`config.mk`:
```
export PLATFORM = sky130hd
export DESIGN_NAME = tcw_rem
export DESIGN_NICKNAME = d
export VERILOG_FILES = /design/src/tcw_rem.sv
export SDC_FILE = /design/constraint.sdc
export NUM_CORES = 1
export LEC_CHECK = 0
export ABC_AREA = 1
export BUFFER_PORTS_ARGS = -buffer_cell sky130_fd_sc_hd__buf_4
export CAP_MARGIN = 20
export CORE_MARGIN = 5
export CORE_UTILIZATION = 50
export CTS_CLUSTER_SIZE = 25
export DETAILED_ROUTE_END_ITERATION = 12
export PLACE_DENSITY = 0.75
export SLEW_MARGIN = 20
export SYNTH_ARGS = -nofsm -noshare
export SYNTH_HDL_FRONTEND = slang
export SYNTH_SLANG_ARGS = --single-unit
```
`constraint.sdc`:
```
create_clock -name clk -period 5.2 [get_ports clk]
set_input_delay 0.52 -clock clk [delete_from_list [all_inputs] [get_ports clk]]
set_output_delay 0.52 -clock clk [all_outputs]
set_load 0.005 [all_outputs]
```
`src/tcw_rem.sv`:
```
// ----------------------------------------------------------------------------
// tcw_rem
// Remainder by a constant divisor: reciprocal multiply, then subtract.
// ----------------------------------------------------------------------------
module tcw_rem #(
  parameter int DIVIDEND_W = 11,
  parameter int DIVISOR    = 80
) (
  input  logic                  clk,
  input  logic                  rst,
  input  logic                  start,
  input  logic [DIVIDEND_W-1:0] dividend,
  output logic                  done,
  output logic [DIVIDEND_W-1:0] remainder
);

  localparam int SHIFT  = DIVIDEND_W + $clog2(DIVISOR);
  localparam int MULT_W = DIVIDEND_W + 2;
  localparam int PROD_W = SHIFT + DIVIDEND_W;
  localparam longint unsigned MULT_VAL =
    ((longint'(1) << SHIFT) + longint'(DIVISOR) - 1) / longint'(DIVISOR);
  localparam logic [MULT_W-1:0]     MULT  = MULT_W'(MULT_VAL);
  localparam logic [DIVIDEND_W-1:0] DIV_C = DIVIDEND_W'(DIVISOR);

  logic [DIVIDEND_W-1:0] x_q;
  logic [PROD_W-1:0]     prod;
  logic [DIVIDEND_W-1:0] quot;
  logic                  stage1;
  logic                  stage2;

  // quotient is exact for every dividend below 2**DIVIDEND_W
  assign quot = prod[SHIFT +: DIVIDEND_W];

  always_ff @(posedge clk) begin
    if (rst) begin
      stage1 <= 1'b0;
      stage2 <= 1'b0;
      done   <= 1'b0;
    end else begin
      stage1 <= start;
      stage2 <= stage1;
      done   <= stage2;
    end
    if (start) begin
      x_q <= dividend;
    end
    if (stage1) begin
      prod <= PROD_W'(x_q) * PROD_W'(MULT);
    end
    if (stage2) begin
      remainder <= x_q - quot * DIV_C;
    end
  end

endmodule

```
==> impl_metrics.tcl <==
set metrics [dict create \
    p_comb_share_pct 74.5 \
    finalSetupViolCount 0 \
    synth_top_family_by_area "adder cells" \
    via_count 2590 \
    slew_violations 0 \
    htreeDepth 2 \
    finalNonFillerCells 522 \
    worstHoldPathType "in2reg" \
    ant_nets 0 \
    dp.final_hpwl_mm 6.608 \
    drc_errors 0 \
    seq_power_share_pct 17.1 \
    clkPwrFrac_pct 8.4 \
    avgSynthCellArea_um2 9.256 \
    leakage_uw 0.002172 \
    fp.dieW_um 94.97 \
    clk_latency_ps 290 \
    cts.sinks 30 \
    switchingPower_uw 1133 \
    grt_max_degree 13 \
    whs_ps 404.1 \
    clkTransAtPathRegs_ps 70 \
    period_share_pct 85.21 \
    drt_iter0_drc 76 \
    placed_cells 514 \
    p_total_uw 2230 \
    grt_pass1_wl_mm 12.71 \
    cp_data_required_time_ps 5250 \
    n_antenna_cell 0 \
    wirelength_mm 7.483 \
    syn_to_final_growth_pct 10.99 \
    netSwitchingFraction_pct 50.78 \
    drv_cap 0 \
    cts_buffer_depth 2 \
    hold_violations 0 \
    cts_hold_buf 0 \
    die_area_mm2 0.009018 \
    synth_warnings 0 \
    p_int_uw 1098 \
    synth_edf_count 27 \
    async_flop_share_pct 0 \
    drive_above_1_share_pct 10.40 \
    status "finished clean" \
    ir_drop_mv 0.2129 \
    grt_overflow 0 \
    core_area_mm2 0.007137 \
    initial_utilization_pct 50.58 \
    rsz0062_at_grt "false" \
    max_stage_delay_ps 560 \
    antenna_found_initial 0 \
    die_h_um 94.97 \
    synth_xor_area_share_pct 2.426 \
    path_cells "inv_1, ha_1, fa_1, inv_1, fa_1, inv_1, fa_1, fa_1, inv_1, ha_1, a21oi_1, a21boi_0, nand2_1, nand2_1, nand3_1, nand2_1, nand2_1" \
    wire_per_inst_um 14.34 \
    yosys-mux-area-fraction_pct 0 \
    grt_pass1_vias 2799 \
    crit_path_start_kind "flop" \
    place_ws_ps 825.2 \
    finalWorstSetupSlack_ps 769.1 \
    first_pass_iters 4 \
    root_buffer "clkbuf_8" \
    skew_ps 6.648 \
    cts.repair.resized 0 \
    fmax_mhz 225.7 \
    synthAdderAreaFrac_pct 45.34 \
    ios 26 \
    numCtsBuffers 5 \
    nets 547 \
    critPathKind "reg2reg" \
    critPathSlowestCell "fa_1" \
    slew_headroom_pct 68.97 \
    synth_seq_cells 30 \
    power.density_mw_per_mm2 556.7 \
    vias_per_cell 4.962 \
    yosysSeqAreaShare_pct 24.12 \
    syn_nets 515 \
    path_max_fanout 5 \
    final_common_cell "inv_1" \
    cts_tree "yes" \
    post_cts_buffers 0 \
    final_cell_mix "101 x inv_1, 78 x ha_1, 54 x nand2_1" \
    critPathArrivalTime_ps 4480 \
    synthCells 390 \
    yosys.area_share.simple_pct 12.17 \
    syn_area_mm2 0.003610 \
    end_kind "flop" \
    reg2reg_slack_ps 770 \
    synth_compound_area_share_pct 5.026 \
    finalCriticalPeriod_ps 4431 \
    grt.total_usage_pct 18.43 \
    portBuffers 25 \
    row_count 31 \
    ys.flop_type "edfxtp_1" \
    setup_tns_ps 0 \
    ys_types 24 \
    tightestPinTransition_ps 464.8 \
    gp_congestion 0.9175 \
]
[stage by stage]
stage          utilization, %  instance area (um2)
6_report                56.14                 4006
5_1_grt                 56.14                 4006
4_1_cts                 56.14                 4006
3_5_place_dp            54.94                 3921
3_3_place_gp            54.94                 3921
2_1_floorplan               -                 3610
[cell families after synthesis]
family	Yosys count
compound gates	34
xor+xnor	10
simple gates	100
fa+ha+maj	111
buf+inv	105
flops	30
[final timing paths]
kind | startpoint | end | depth (start not counted)
hold / removal | rst | done$_SDFF_PP0_ | 2
setup reg to reg | x_q[9]$_DFFE_PP_ | prod[21]$_DFFE_PP_ | 17
setup / recovery | x_q[9]$_DFFE_PP_ | prod[21]$_DFFE_PP_ | 17
hold reg to reg | stage1$_SDFF_PP0_ | stage2$_SDFF_PP0_ | 2
[registers in the layout, summed over array words and instances (netlist names)]
signal	cells
x_q	11
done	1
remainder	11
stage2	1
prod	5
stage1	1
[layer usage]
metal	global-route usage (%)	part of all wire [%]
met2	34.12	52
met1	21.56	43
met4	5.168	1.8
met3	3.426	4.0
met5	0	0
[power groups by stage]
stage | combinational [uW] | sequential (uW) | clock (uW)
3_5_place_dp | 1660 | 386 | 0
6_report | 1660 | 382 | 187
5_1_grt | 1950 | 384 | 204
2_1_floorplan | 1290 | 370 | 0
4_1_cts | 1670 | 381 | 191
3_3_place_gp | 1600 | 384 | 0
[Yosys cell counts (all sizes together), types with 3 or more instances]
cell,instances,area [um2]
nor3,4,20.02
dfxtp,3,60.06
fa,33,660.6
xnor2,5,43.79
nand3,10,60.06
a21oi,19,95.09
edfxtp,27,810.8
a21o,3,22.52
o21ai,10,50.04
xor2,5,43.79
nand2,57,221.5
nor2,24,100.1
inv,105,394.1
nand4,5,37.53
ha,78,975.9
[worst max-delay path: cells and delay by family, from the launching register on]
kind            cells  cell delay (ps)
simple gates        5              320
fa+ha+maj           6             2770
compound gates      2              390
flops               1              450
buf+inv             4              250
[area by class of cell]
class | instances | area (um2)
clock inverters | 3 | 16.27
flip-flops and latches | 30 | 870.8
multi-input cells | 255 | 2345
fillers | 647 | 3131
clock buffers | 5 | 68.82
inverters | 105 | 394.1
well taps | 99 | 123.9
repair buffers | 25 | 187.7
No activity file was read; power rests on OpenSTA's default activity.
